## src/hdl/aus_pkg.sv

```systemverilog
`default_nettype none

package aus_pkg;

  // Widths of the result fields.
  localparam int OUT_POS_W = 32;
  localparam int OUT_TS_W  = 48;

  // Timestamp step register.
  localparam int                STEP_W     = 10;
  localparam logic [STEP_W-1:0] STEP_RESET = 10'd33;

  // Byte values and NAL header fields.
  localparam logic [7:0] BYTE_ZERO     = 8'h00;
  localparam logic [7:0] BYTE_ONE      = 8'h01;
  localparam logic [4:0] NAL_TYPE_MASK = 5'h1f;
  localparam logic [4:0] NAL_SLICE     = 5'd1;
  localparam logic [4:0] NAL_IDR       = 5'd5;

  // Zero-run counter values.
  localparam logic [1:0] ZRUN_THREE_BYTE = 2'd2;
  localparam logic [1:0] ZRUN_FOUR_BYTE  = 2'd3;

  // Result kinds.
  localparam logic KIND_PACKET     = 1'b0;
  localparam logic KIND_NO_PICTURE = 1'b1;

  // One result word.
  typedef struct packed {
    logic                 kind;
    logic [OUT_POS_W-1:0] start;
    logic [OUT_POS_W-1:0] length;
    logic [OUT_TS_W-1:0]  ts;
  } result_t;

  // Everything one input byte produces: one or two result words.
  typedef struct packed {
    logic    two;
    result_t first;
    result_t second;
  } event_t;

  // A picture (VCL) NAL is a coded slice or an IDR slice.
  function automatic logic is_picture(input logic [7:0] hdr);
    logic [4:0] nal_type;
    nal_type = hdr[4:0] & NAL_TYPE_MASK;
    return (nal_type == NAL_SLICE) || (nal_type == NAL_IDR);
  endfunction

endpackage

`default_nettype wire

```

## src/hdl/aus_front.sv

```systemverilog
`default_nettype none

module aus_front import aus_pkg::*; #(
  parameter int POSITION_BITS  = 32,
  parameter int TIMESTAMP_BITS = 48
) (
  input  wire logic              clk,
  input  wire logic              rst_n,
  input  wire logic              cfg_we,
  input  wire logic [STEP_W-1:0] cfg_data,
  input  wire logic              in_push,
  input  wire logic [7:0]        in_data_byte,
  input  wire logic              in_last_byte,
  input  wire logic              q_full,
  output logic                   ev_push,
  output event_t                 ev
);

  localparam int                   PB      = POSITION_BITS;
  localparam int                   TB      = TIMESTAMP_BITS;
  localparam logic [PB-1:0]        POS_MAX = {PB{1'b1}};

  // Stream state.
  logic [PB-1:0]     pos_r, pos_nxt;
  logic [PB-1:0]     pos_plus_r, pos_plus_nxt;
  logic [1:0]        zrun_r, zrun_nxt;
  logic              hdr_pend_r, hdr_pend_nxt;
  logic [PB-1:0]     code_off_r, code_off_nxt;
  logic [PB-1:0]     pkt_begin_r, pkt_begin_nxt;
  logic              has_pic_r, has_pic_nxt;
  logic              any_code_r, any_code_nxt;
  logic [7:0]        first_byte_r, first_byte_nxt;
  logic [TB-1:0]     ts_r, ts_nxt;
  logic [STEP_W-1:0] step_r;

  // Per-byte decode.
  logic              accept;
  logic              first_pic;
  logic              cut;
  logic              has_pic_a;
  logic [PB-1:0]     begin_a;
  logic              code_seen;
  logic              four;
  logic              take;
  logic [PB-1:0]     off;
  logic              any_code_b;
  logic              have_pic;
  logic              fin_pic;
  logic [7:0]        fb;
  logic [PB-1:0]     cut_len;
  logic [PB-1:0]     fin_start;
  logic [PB-1:0]     fin_len;
  logic [TB-1:0]     ts_one;
  logic [TB-1:0]     ts_two;
  result_t           cut_res;
  result_t           fin_res;

  assign accept = in_push && !q_full;

  always_comb begin
    fb        = (pos_r == '0) ? in_data_byte : first_byte_r;

    // NAL header byte right after a start code.
    first_pic = hdr_pend_r && is_picture(in_data_byte);
    cut       = first_pic && has_pic_r;
    has_pic_a = has_pic_r || first_pic;
    begin_a   = cut ? code_off_r : pkt_begin_r;

    // Start code detection; a code ending on the final byte needs four bytes.
    code_seen  = (in_data_byte == BYTE_ONE) && (zrun_r >= ZRUN_THREE_BYTE);
    four       = (zrun_r == ZRUN_FOUR_BYTE);
    take       = code_seen && (four || !in_last_byte) &&
                 (pos_r >= (four ? PB'(3) : PB'(2)));
    off        = pos_r - (four ? PB'(3) : PB'(2));
    any_code_b = any_code_r || take;

    // Length of the packet closed by a cut.
    cut_len = (code_off_r >= pkt_begin_r) ? code_off_r - pkt_begin_r : '0;

    // Packet flushed at end of stream.
    have_pic = any_code_b ? has_pic_a : is_picture(fb);
    fin_pic  = in_last_byte && have_pic;
    if (!any_code_b) begin
      fin_start = '0;
      fin_len   = pos_plus_r;
    end else if (take && !any_code_r) begin
      // First code found on the final byte: a four-byte code, one byte
      // shorter when the position has saturated.
      fin_start = off;
      fin_len   = (pos_r == POS_MAX) ? PB'(3) : PB'(4);
    end else begin
      fin_start = begin_a;
      fin_len   = (pos_plus_r >= begin_a) ? pos_plus_r - begin_a : '0;
    end

    ts_one = ts_r + TB'(step_r);
    ts_two = ts_r + TB'({step_r, 1'b0});

    cut_res.kind   = KIND_PACKET;
    cut_res.start  = OUT_POS_W'(pkt_begin_r);
    cut_res.length = OUT_POS_W'(cut_len);
    cut_res.ts     = OUT_TS_W'(ts_r);

    if (have_pic) begin
      fin_res.kind   = KIND_PACKET;
      fin_res.start  = OUT_POS_W'(fin_start);
      fin_res.length = OUT_POS_W'(fin_len);
      fin_res.ts     = OUT_TS_W'(cut ? ts_one : ts_r);
    end else begin
      fin_res.kind   = KIND_NO_PICTURE;
      fin_res.start  = '0;
      fin_res.length = '0;
      fin_res.ts     = '0;
    end

    // Word for the queue.
    ev_push   = accept && (cut || in_last_byte);
    ev.two    = cut && in_last_byte;
    ev.first  = cut ? cut_res : fin_res;
    ev.second = fin_res;
  end

  // Next stream state.
  always_comb begin
    if (cut && fin_pic) begin
      ts_nxt = ts_two;
    end else if (cut || fin_pic) begin
      ts_nxt = ts_one;
    end else begin
      ts_nxt = ts_r;
    end

    if (code_seen) begin
      zrun_nxt = 2'd0;
    end else if (in_data_byte == BYTE_ZERO) begin
      zrun_nxt = (zrun_r == ZRUN_FOUR_BYTE) ? zrun_r : zrun_r + 2'd1;
    end else begin
      zrun_nxt = 2'd0;
    end

    hdr_pend_nxt   = take;
    code_off_nxt   = take ? off : code_off_r;
    pkt_begin_nxt  = (take && !any_code_r) ? off : begin_a;
    has_pic_nxt    = has_pic_a;
    any_code_nxt   = any_code_b;
    first_byte_nxt = fb;
    pos_nxt        = pos_plus_r;
    pos_plus_nxt   = (pos_plus_r == POS_MAX) ? POS_MAX : pos_plus_r + PB'(1);

    // The final byte clears the stream state for the next stream.
    if (in_last_byte) begin
      zrun_nxt       = 2'd0;
      hdr_pend_nxt   = 1'b0;
      code_off_nxt   = '0;
      pkt_begin_nxt  = '0;
      has_pic_nxt    = 1'b0;
      any_code_nxt   = 1'b0;
      first_byte_nxt = '0;
      pos_nxt        = '0;
      pos_plus_nxt   = PB'(1);
    end
  end

  // State registers, updated on every accepted byte.
  always_ff @(posedge clk) begin
    if (!rst_n) begin
      pos_r        <= '0;
      pos_plus_r   <= PB'(1);
      zrun_r       <= 2'd0;
      hdr_pend_r   <= 1'b0;
      code_off_r   <= '0;
      pkt_begin_r  <= '0;
      has_pic_r    <= 1'b0;
      any_code_r   <= 1'b0;
      first_byte_r <= '0;
      ts_r         <= '0;
    end else if (accept) begin
      pos_r        <= pos_nxt;
      pos_plus_r   <= pos_plus_nxt;
      zrun_r       <= zrun_nxt;
      hdr_pend_r   <= hdr_pend_nxt;
      code_off_r   <= code_off_nxt;
      pkt_begin_r  <= pkt_begin_nxt;
      has_pic_r    <= has_pic_nxt;
      any_code_r   <= any_code_nxt;
      first_byte_r <= first_byte_nxt;
      ts_r         <= ts_nxt;
    end
  end

  // Timestamp step register.
  always_ff @(posedge clk) begin
    if (!rst_n) begin
      step_r <= STEP_RESET;
    end else if (cfg_we) begin
      step_r <= cfg_data;
    end
  end

`ifndef ASSERT_OFF
  // The look-ahead position is always one past the position, or saturated.
  a_pos_plus: assert property (@(posedge clk) disable iff (!rst_n)
    (pos_plus_r == pos_r + PB'(1)) || (pos_plus_r == POS_MAX))
    else $error("aus_front: look-ahead position out of step");

  // A packet is only cut once an earlier packet holds a picture.
  a_cut_after_pic: assert property (@(posedge clk) disable iff (!rst_n)
    (accept && cut) |-> (any_code_r && has_pic_r))
    else $error("aus_front: cut without an open picture packet");
`endif

endmodule

`default_nettype wire

```

## src/hdl/aus_queue.sv

```systemverilog
`default_nettype none

module aus_queue import aus_pkg::*; #(
  parameter int DEPTH = 4
) (
  input  wire logic   clk,
  input  wire logic   rst_n,
  input  wire logic   push,
  input  wire event_t din,
  output logic        full,
  input  wire logic   pop,
  output event_t      dout,
  output logic        empty
);

  localparam int PW = (DEPTH > 1) ? $clog2(DEPTH) : 1;
  localparam int CW = $clog2(DEPTH + 1);

  event_t        entries_r [DEPTH];
  logic [PW-1:0] wr_ptr_r, wr_ptr_nxt;
  logic [PW-1:0] rd_ptr_r, rd_ptr_nxt;
  logic [CW-1:0] count_r, count_nxt;
  logic          do_push;
  logic          do_pop;

  assign full    = (count_r == CW'(DEPTH));
  assign empty   = (count_r == '0);
  assign do_push = push && !full;
  assign do_pop  = pop && !empty;
  assign dout    = entries_r[rd_ptr_r];

  // Pointer and fill-count update.
  always_comb begin
    wr_ptr_nxt = wr_ptr_r;
    rd_ptr_nxt = rd_ptr_r;
    count_nxt  = count_r;
    if (do_push) begin
      wr_ptr_nxt = (wr_ptr_r == PW'(DEPTH - 1)) ? '0 : wr_ptr_r + PW'(1);
    end
    if (do_pop) begin
      rd_ptr_nxt = (rd_ptr_r == PW'(DEPTH - 1)) ? '0 : rd_ptr_r + PW'(1);
    end
    if (do_push && !do_pop) begin
      count_nxt = count_r + CW'(1);
    end else if (do_pop && !do_push) begin
      count_nxt = count_r - CW'(1);
    end
  end

  always_ff @(posedge clk) begin
    if (!rst_n) begin
      wr_ptr_r <= '0;
      rd_ptr_r <= '0;
      count_r  <= '0;
    end else begin
      wr_ptr_r <= wr_ptr_nxt;
      rd_ptr_r <= rd_ptr_nxt;
      count_r  <= count_nxt;
    end
  end

  // Entry storage.
  always_ff @(posedge clk) begin
    if (do_push) begin
      entries_r[wr_ptr_r] <= din;
    end
  end

`ifndef ASSERT_OFF
  // The fill count never exceeds the depth.
  a_count_bound: assert property (@(posedge clk) disable iff (!rst_n)
    count_r <= CW'(DEPTH))
    else $error("aus_queue: fill count beyond depth");

  // A push with no pop grows the queue by one word.
  a_push_grows: assert property (@(posedge clk) disable iff (!rst_n)
    (do_push && !do_pop) |=> (count_r == $past(count_r) + CW'(1)))
    else $error("aus_queue: push lost");
`endif

endmodule

`default_nettype wire

```

## src/hdl/aus_back.sv

```systemverilog
`default_nettype none

module aus_back import aus_pkg::*; (
  input  wire logic              clk,
  input  wire logic              rst_n,
  input  wire event_t            q_head,
  input  wire logic              q_empty,
  output logic                   q_pop,
  input  wire logic              pop,
  output logic                   empty,
  output logic                   out_kind,
  output logic [OUT_POS_W-1:0]   out_packet_start,
  output logic [OUT_POS_W-1:0]   out_packet_length,
  output logic [OUT_TS_W-1:0]    out_timestamp,
  output logic                   out_run_last
);

  // Set while the second result of a two-result word is on the ports.
  logic    sub_r, sub_nxt;
  logic    taken;
  result_t sel;

  always_comb begin
    sel               = sub_r ? q_head.second : q_head.first;
    empty             = q_empty;
    out_kind          = sel.kind;
    out_packet_start  = sel.start;
    out_packet_length = sel.length;
    out_timestamp     = sel.ts;
    out_run_last      = !q_head.two || sub_r;
    taken             = pop && !q_empty;
    q_pop             = taken && out_run_last;
    sub_nxt           = taken ? !out_run_last : sub_r;
  end

  always_ff @(posedge clk) begin
    if (!rst_n) begin
      sub_r <= 1'b0;
    end else begin
      sub_r <= sub_nxt;
    end
  end

`ifndef ASSERT_OFF
  // The second slot is only shown for a waiting two-result word.
  a_sub_valid: assert property (@(posedge clk) disable iff (!rst_n)
    sub_r |-> (!q_empty && q_head.two))
    else $error("aus_back: second slot without a two-result word");

  // Taking the first of two results keeps the word and moves to the second.
  a_first_of_two: assert property (@(posedge clk) disable iff (!rst_n)
    (taken && q_head.two && !sub_r) |=> (sub_r && !q_empty))
    else $error("aus_back: second result dropped");
`endif

endmodule

`default_nettype wire

```

## src/hdl/annexb_access_unit_splitter_unit.sv

```systemverilog
// Results of an accepted byte are registered in the event queue and shown from its head.
// Throughput: one byte per cycle in while the queue is not full; one result word per
// cycle out while pop is high and results wait. A final byte that also closes a packet
// gives two words; the event queue (QUEUE_DEPTH entries) absorbs them while bytes flow.
// Reset: synchronous, active low; clears stream state, timestamp and queue, and
// sets the timestamp step to 33.
`default_nettype none

module annexb_access_unit_splitter_unit import aus_pkg::*; #(
  parameter int POSITION_BITS  = 32,
  parameter int TIMESTAMP_BITS = 48,
  parameter int QUEUE_DEPTH    = 4
) (
  input  wire logic              clk,
  input  wire logic              rst_n,
  input  wire logic              cfg_we,
  input  wire logic [STEP_W-1:0] cfg_data,
  input  wire logic              push,
  output logic                   full,
  input  wire logic [7:0]        in_data_byte,
  input  wire logic              in_last_byte,
  output logic                   empty,
  input  wire logic              pop,
  output logic                   out_kind,
  output logic [OUT_POS_W-1:0]   out_packet_start,
  output logic [OUT_POS_W-1:0]   out_packet_length,
  output logic [OUT_TS_W-1:0]    out_timestamp,
  output logic                   out_run_last
);

  logic   q_full;
  logic   q_empty;
  logic   q_pop;
  logic   ev_push;
  event_t ev;
  event_t q_head;

  assign full = q_full;

  // Parser: classifies each byte and builds the result word.
  aus_front #(
    .POSITION_BITS  (POSITION_BITS),
    .TIMESTAMP_BITS (TIMESTAMP_BITS)
  ) u_front (
    .clk          (clk),
    .rst_n        (rst_n),
    .cfg_we       (cfg_we),
    .cfg_data     (cfg_data),
    .in_push      (push),
    .in_data_byte (in_data_byte),
    .in_last_byte (in_last_byte),
    .q_full       (q_full),
    .ev_push      (ev_push),
    .ev           (ev)
  );

  // Event queue between parser and result side.
  aus_queue #(
    .DEPTH (QUEUE_DEPTH)
  ) u_queue (
    .clk   (clk),
    .rst_n (rst_n),
    .push  (ev_push),
    .din   (ev),
    .full  (q_full),
    .pop   (q_pop),
    .dout  (q_head),
    .empty (q_empty)
  );

  // Result side: hands out one or two results per queued word.
  aus_back u_back (
    .clk               (clk),
    .rst_n             (rst_n),
    .q_head            (q_head),
    .q_empty           (q_empty),
    .q_pop             (q_pop),
    .pop               (pop),
    .empty             (empty),
    .out_kind          (out_kind),
    .out_packet_start  (out_packet_start),
    .out_packet_length (out_packet_length),
    .out_timestamp     (out_timestamp),
    .out_run_last      (out_run_last)
  );

endmodule

`default_nettype wire
```

## config.mk

```make
export PLATFORM = sky130hd
export DESIGN_NAME = annexb_access_unit_splitter_unit
export DESIGN_NICKNAME = d
export VERILOG_FILES = /design/src/hdl/aus_pkg.sv /design/src/hdl/aus_front.sv /design/src/hdl/aus_queue.sv /design/src/hdl/aus_back.sv /design/src/hdl/annexb_access_unit_splitter_unit.sv
export SDC_FILE = /design/constraint.sdc
export NUM_CORES = 2
export LEC_CHECK = 0
export ABC_AREA = 1
export BUFFER_PORTS_ARGS = -buffer_cell sky130_fd_sc_hd__clkbuf_2
export CAP_MARGIN = 30
export CORE_MARGIN = 5
export CORE_UTILIZATION = 40
export DETAILED_ROUTE_END_ITERATION = 6
export HOLD_SLACK_MARGIN = 0.08
export PLACE_DENSITY = 0.55
export SLEW_MARGIN = 20
export SYNTH_ARGS = -nofsm -noshare
export SYNTH_HDL_FRONTEND = slang
export SYNTH_SLANG_ARGS = --single-unit
```

## constraint.sdc

```tcl
create_clock -name clk -period 30.9 [get_ports clk]
set_input_delay 1.545 -clock clk [delete_from_list [all_inputs] [get_ports clk]]
set_output_delay 1.545 -clock clk [all_outputs]
set_load 0.02 [all_outputs]
```

After elaboration in Yosys (flattened, before gate mapping)
Memories as Yosys holds them, arrays and structs flattened. A register that Yosys moved wholly into a read port is not among the register bits.
Cells that the tools add are included.
{"block": "op_classes", "addsub": 11, "bitwise_logic": 0, "shift": 0, "multipliers": 0, "div_mod_pow": 0, "magnitude_cmp": 4, "n_eq_ne": 12, "n_reduce_logical": 42, "n_mux": 39}
{"op": "two-way mux 32 bit", "count": 13}
{"op": "two-way mux 113 bit", "count": 3}
{"op": "two-way mux 48 bit", "count": 3}
{"op": "greater-or-equal comparator 32 bit", "count": 3}
{"op": "subtractor 32 bit", "count": 3}
{"op": "== test 32 bit, second input constant", "count": 2}
{"op": "adder 48 x 10 -> 48 bit", "count": 1}
{"op": "adder 48 x 11 -> 48 bit", "count": 1}
{"op": "adder 32 x 1 -> 32 bit, second input constant", "count": 1}
{"op": "logical NOT 32 bit", "count": 1}
{"op": "logical AND 1 bit", "count": 17}
{"op": "two-way mux 2 bit", "count": 8}
{"op": "== test 5 x 1 -> 1 bit, second input constant", "count": 2}
{"op": "== test 5 x 3 -> 1 bit, second input constant", "count": 2}
{"op": "two-way mux 5 bit", "count": 2}
{"op": "two-way mux 3 bit", "count": 3}
{"op": "== test 8 x 1 -> 1 bit, second input constant", "count": 1}
{"op": "logical NOT 1 bit", "count": 8}
{"op": "logical NOT 8 bit", "count": 1}
{"op": "logical OR 1 bit", "count": 8}
{"op": "two-way mux 1 bit", "count": 7}
{"op": "adder 2 x 1 -> 2 bit, second input constant", "count": 3}
{"op": "== test 2 bit, second input constant", "count": 3}
{"op": "AND reduction 2 bit", "count": 3}
{"op": "other kinds (7)", "count": 9}
{"block": "totals", "reg_bits": 204, "latchBits": 0, "inputBits": 24, "out_inout_bits": 116, "word_cells": 124, "ram_bits": 908, "mem_bits_ro": 0, "memories": 1}
{"memory": "u_queue.entries_r", "words": 4, "width": 227, "read_ports": 1, "rd_ports_with_merged_regs": 1, "write_ports": 1, "line_no": "aus_queue.sv:19", "text": "event_t entries_r [DEPTH];"}

Depth between registers and ports, before layout
{"block": "depth", "depth_word": 11, "mapped_depth": 25, "ltp_nobuf": 23}

Modules after synthesis
From an unflattened synthesis, not the netlist that was laid out.
{"block": "unflattened", "hier_cells": 6411, "area_unflattened_um2": 55988.7}
{"mod": "aus_queue", "seq_area_each_um2": 27446.3, "instances": 1, "area_per_inst_um2": 33802.4, "cells_each": 2267}
{"mod": "aus_front", "seq_area_each_um2": 3903.7, "instances": 1, "area_per_inst_um2": 20654.8, "cells_each": 3768}
{"mod": "aus_back", "seq_area_each_um2": 20.0, "instances": 1, "area_per_inst_um2": 1531.5, "cells_each": 376}

Worst setup path before layout
OpenSTA, ideal clock, no wires.
{"block": "synth_path", "kind": "in2reg", "startpoint": "input in_data_byte[4]", "endpoint": "memory u_queue.entries_r[0][0] in the netlist's numbering, enable pin", "slack_ps": 18370, "required_ps": 30080, "t_arrival_ps": 11710, "path_stages": 7, "n_path_buf": 0, "setup_ps": 820, "cell_sequence": "inv_1 -> nand2_1 -> nor2_1 -> nand3_1 -> clkinv_1 -> o21ai_1 -> nor2_1"}
{"block": "synth_via", "elab_chain_len": 9, "word_cells_on_any_way": 10, "cone_classes": "eq/ne: 2; mux: 2; reduce/logical: 6"}
{"element": "start, declared", "line_no": "annexb_access_unit_splitter_unit.sv:20", "text": "input wire logic [7:0] in_data_byte,"}
{"element": "== test 5 x 1 -> 1 bit or == test 5 x 3 -> 1 bit (tied branches)", "line_no": "aus_pkg.sv:47", "text": "return (nal_type == NAL_SLICE) || (nal_type == NAL_IDR);"}
{"element": "logical OR 1 bit *", "line_no": "aus_pkg.sv:47"}
{"element": "logical AND 1 bit *", "line_no": "aus_front.sv:64", "text": "first_pic = hdr_pend_r && is_picture(in_data_byte);"}
{"element": "logical AND 1 bit *", "line_no": "aus_front.sv:65", "text": "cut = first_pic && has_pic_r;"}
{"element": "logical OR 1 bit *", "line_no": "aus_front.sv:117", "text": "ev_push = accept && (cut || in_last_byte);"}
{"element": "logical AND 1 bit *", "line_no": "aus_front.sv:117"}
{"element": "logical AND 1 bit *", "line_no": "aus_queue.sv:28", "text": "assign do_push = push && !full;"}
{"element": "two-way mux 1 bit *", "line_no": "aus_queue.sv:64", "text": "if (do_push) begin"}
{"element": "two-way mux 1 bit (implied by the code) *", "line_no": "aus_queue.sv:65", "text": "entries_r[wr_ptr_r] <= din;"}
{"element": "end, declared", "line_no": "aus_queue.sv:19"}
Every way passes the cells marked *; elsewhere a longest branch is shown, timed or not.

==> summary.md <==
| Metric | Value |
|---|---|
| Run status | finished, final reports clean |
| Hold Slack | 0.463 ns |
| Library cell occupying the most area in the post-synthesis netlist | sky130_fd_sc_hd__edfxtp_1 |
| Critical path's slowest cell | sky130_fd_sc_hd__dfxtp_4 |
| Area fraction in compound gates after synthesis | 0.127 |
| Simple-gate share of the synthesized area | 0.212 |
| Die width | 383 um |
| Vias in the first global route | 42,000 |
| Maximum buffer depth of the clock tree | 3 |
| Sinks on Clock Net | 1,113 |
| Area Growth Syn to Fin | 11.3% |
| Vert. Die Dim | 383 um |
| Number of max-cap violations | 0 |
| Via count | 44,600 |
| Post-route ant nets | 0 |
| Crit path max fanout | 60 |
| Max-slew headroom | 0.314 |
| Post-synthesis instance area | 55,600 um^2 |
| DRC violation count after routing | 0 |
| Top cells by area in the synthesized netlist | sky130_fd_sc_hd__edfxtp_1 49%, sky130_fd_sc_hd__nand2_1 8.2%, sky130_fd_sc_hd__nor2_1 7.8% |
| Async SR Flop Fraction | 0 |
| Worst stage delay on the critical path | 0.87 ns |
| Number of buffers added to fix hold violations after cts | 0 |
| Number of warnings printed during yosys synthesis | 0 |
| FF-to-FF Start | u_front.zrun_r[1] |
| Setup repair after global routing missed its margin | no |
| Pleak | 24.2 nW |
| Core region area | 138,000 um^2 |
| Synthesized net count | 6,437 |
| Total Routed Length | 182 mm |
| Pin count of the biggest net entering global routing | 161 |
| Layout Nets | 6,442 |
| Finish-stage setup viols | 0 |
| Total of buffers placed on input and output ports | 139 |
| Adder-cell area share of the yosys netlist | 0.0236 |
| Clock network latency to the later pin of the worst-skew pair | 0.75 ns |
| Starting utilization of the core area | 0.403 |
| Synth Register Bits | 1,113 |
| Grt ovf | 0 |
| Placement-stage cell area | 58,000 um^2 |
| Cells along the critical path | buf_4, buf_4, o21ai_0, o22ai_1, nor2_1, a31oi_1, clkbuf_2 |
| End of the worst register-to-register path | u_front.ts_r[18] |
| Total setup buffers inserted after CTS | 0 |
| Fraction of layout cells with a size suffix above 1 | 0.0776 |
| Combinational share of power | 0.275 |
| Routed wire length on met2 | 88.5 mm |
| Min-Delay Startpoint | u_front.pos_plus_r[31] |
| Weighted congestion reported at the end of routability-driven placement | 0.974 |
| Share of cell area taken by muxes after synthesis | 0 |
| First-pass GRT wire length | 271 mm |
| Hold Path Class | flop to flop |
| Yosys top cell area share | 0.491 |
| Uppermost layer routed | met5 |
| Clock transition at the register clock pins on the worst setup and hold paths after CTS | 0.06 ns |
| Dominant combinational cell family by area after synthesis | simple AND/OR/NAND/NOR gates |
| WL/cell | 22.1 um |
| Sequential share of the synthesized area | 0.565 |
| Switching part of the total power | 0.348 |
| Max Slew Vio Count | 0 |
| Transition at the pin with the smallest max-transition slack | 1.03 ns |
| Main flop type after synthesis | sky130_fd_sc_hd__edfxtp_1 |
| Root buffer cell | sky130_fd_sc_hd__clkbuf_16 |
| # resized after CTS | 0 |
| Synthesized instance count | 6,311 |
| Clock Skew | 0.0568 ns |
| CTS Buf Count | 120 |
| Share of power burned in the clock network | 0.324 |
| Number of flops mapped to enable cells by yosys | 908 |
| Critical path required time | 29.36 ns |
| Avg Vias per Cell | 5.43 |
| Global Route Usage Sum | 0.241 |
| Clock tree from TritonCTS | yes |
| Initial antenna violation count | 9 |
| Wire length on met3 | 8.99 mm |
| Parity-gate share of the synthesized area counting xor and xnor cells | 0.0162 |
| Cell with the most instances on the worst path | sky130_fd_sc_hd__buf_4 |
| Maximum resistive drop on vdd | 0.0599 mV |
| Fmax | 0.163 GHz |
| Routed metal-1 wire length | 78.6 mm |
| Category of the worst setup path launch point | flop |
| Endpoint kind of the worst setup timing path | output pin |
| Die Footprint | 146,000 um^2 |
| Placement Setup Slack | 24.63 ns |
| Total I/O pin count | 140 |
| Reg-to-reg slack, setup | 25.45 ns |
| Avg Synthesized Cell Area | 8.80 um^2 |
| Area of all placed cells without fillers | 61,800 um^2 |
| Site Rows | 136 |
| Sequential fraction of design power | 0.400 |
| Sum of net half-perimeters after detailed placement | 124 mm |
| H-tree level count | 3 |
| Arrival time of data at the critical path endpoint | 4.58 ns |
| Number of iterations in the first detailed-routing pass | 6 |
| Internal power consumption | 2.80 mW |
| Synth cell count leaders | 1,210 x sky130_fd_sc_hd__nand2_1, 1,151 x sky130_fd_sc_hd__nor2_1, 908 x sky130_fd_sc_hd__edfxtp_1 |
| Top-count cell post-synth | sky130_fd_sc_hd__nand2_1 |
| Pwr Density | 69.4 nW/um^2 |
| Final hold viol count | 0 |
| PnR worst setup slack | 24.78 ns |
| Switching component of the power | 1.50 mW |
| Shortest period the worst path allows | 6.12 ns |
| FF-to-FF path depth | 25 |
| Violation count after the first detailed-route iteration | 3,673 |
| Synth cell types | 48 |
| Post-route fraction of the period consumed by the critical path | 0.198 |
| Final setup TNS | 0 ns |
| Path type of the worst setup path | flop to output pin |
| Crit path to | out_packet_start[0] |
-- logic make-up (layout without fill, tap and decap cells) --
logic type | Yosys count | after routing
buffers and inverters | 819 | 926
xor gates and xnor gates | 103 | 103
AOI/OAI and AO/OA | 1291 | 1291
and+or+nand+nor | 2883 | 2883
other | 0 | 1
adders and majority gates | 102 | 102
DFF | 1113 | 1113
-- power by group through the flow --
| stage | Sequential (mW) | Clock, mW | Combinational (mW) |
|---|---|---|---|
| 2_1_floorplan | 1.75 | 0 | 0.793 |
| 3_3_place_gp | 1.75 | 0 | 1.18 |
| 3_5_place_dp | 1.75 | 0 | 1.21 |
| 4_1_cts | 1.72 | 1.42 | 1.21 |
| 6_report | 1.72 | 1.39 | 1.18 |
| 5_1_grt | 1.73 | 1.48 | 1.31 |
-- layout by cell type, fill, tap and decap left out, types with 121 or more instances in the layout --
cell type	instances
sky130_fd_sc_hd__edfxtp_1	908
sky130_fd_sc_hd__nand2_1	1210
sky130_fd_sc_hd__a21oi_1	261
sky130_fd_sc_hd__inv_1	449
sky130_fd_sc_hd__nand3_1	321
sky130_fd_sc_hd__nor2_1	1143
sky130_fd_sc_hd__clkbuf_2	139
sky130_fd_sc_hd__o21ai_0	666
sky130_fd_sc_hd__dfxtp_1	203
sky130_fd_sc_hd__a31oi_1	121
sky130_fd_sc_hd__o22ai_1	147
-- critical path: cells and delay by family (launching register included) --
family / cells / cell delay (ns)
flip-flops: 1 / 0.87
buffers and inverters: 3 / 1.75
AND/OR/NAND/NOR: 1 / 0.06
AO/OA/AOI/OAI: 3 / 1.09
-- stage by stage --
stage / power, mW / cells / utilization
2_1_floorplan: 2.54 / 6311 / -
3_3_place_gp: 2.93 / 7977 / 0.419
3_5_place_dp: 2.96 / 7987 / 0.421
4_1_cts: 4.35 / 8211 / 0.448
5_1_grt: 4.51 / 8213 / 0.449
6_report: 4.29 / 8213 / 0.449
-- how the worst min path moves through the flow --
stage	end	slack [ns]	cells after the start
3_3_place_gp	u_front.first_byte_r[3]	0.45	2
2_1_floorplan	u_front.first_byte_r[3]	0.44	2
4_1_cts	u_front.first_byte_r[3]	0.46	2
3_5_place_dp	u_front.first_byte_r[3]	0.45	2
6_report	u_front.pos_plus_r[31]	0.46	2
5_1_grt	u_front.first_byte_r[3]	0.47	2
-- final cells by class --
cell class                 instances  area (um^2)
inverter                         483         1840
tap                             1794         2240
sequential                      1113        31400
clock inverter                    71          648
fill                           13400        76000
multi-input combinational       4379        21100
clock buffer                     153         3170
timing repair buffer             219         1440
antenna                            1         2.50
-- state kept, by name (all words and copies together), names as in the netlist, 2 cells and up, named ones only --
name	cells
u_front.zrun_r	2
u_front.code_off_r	32
u_queue.entries_r	908
u_front.ts_r	48
u_queue.wr_ptr_r	2
u_queue.count_r	3
u_front.first_byte_r	4
u_front.step_r	10
u_queue.rd_ptr_r	2
u_front.pos_r	32
u_front.pos_plus_r	32
u_front.pkt_begin_r	32
-- per-layer routing --
metal | track usage | vias to the layer above
met5 | 0 | -
met4 | 0.0724 | 2
met3 | 0.0312 | 273
met2 | 0.416 | 1196
met1 | 0.320 | 21600
li1 | - | 21500
Note: power is estimated with default switching activity, not from simulation.
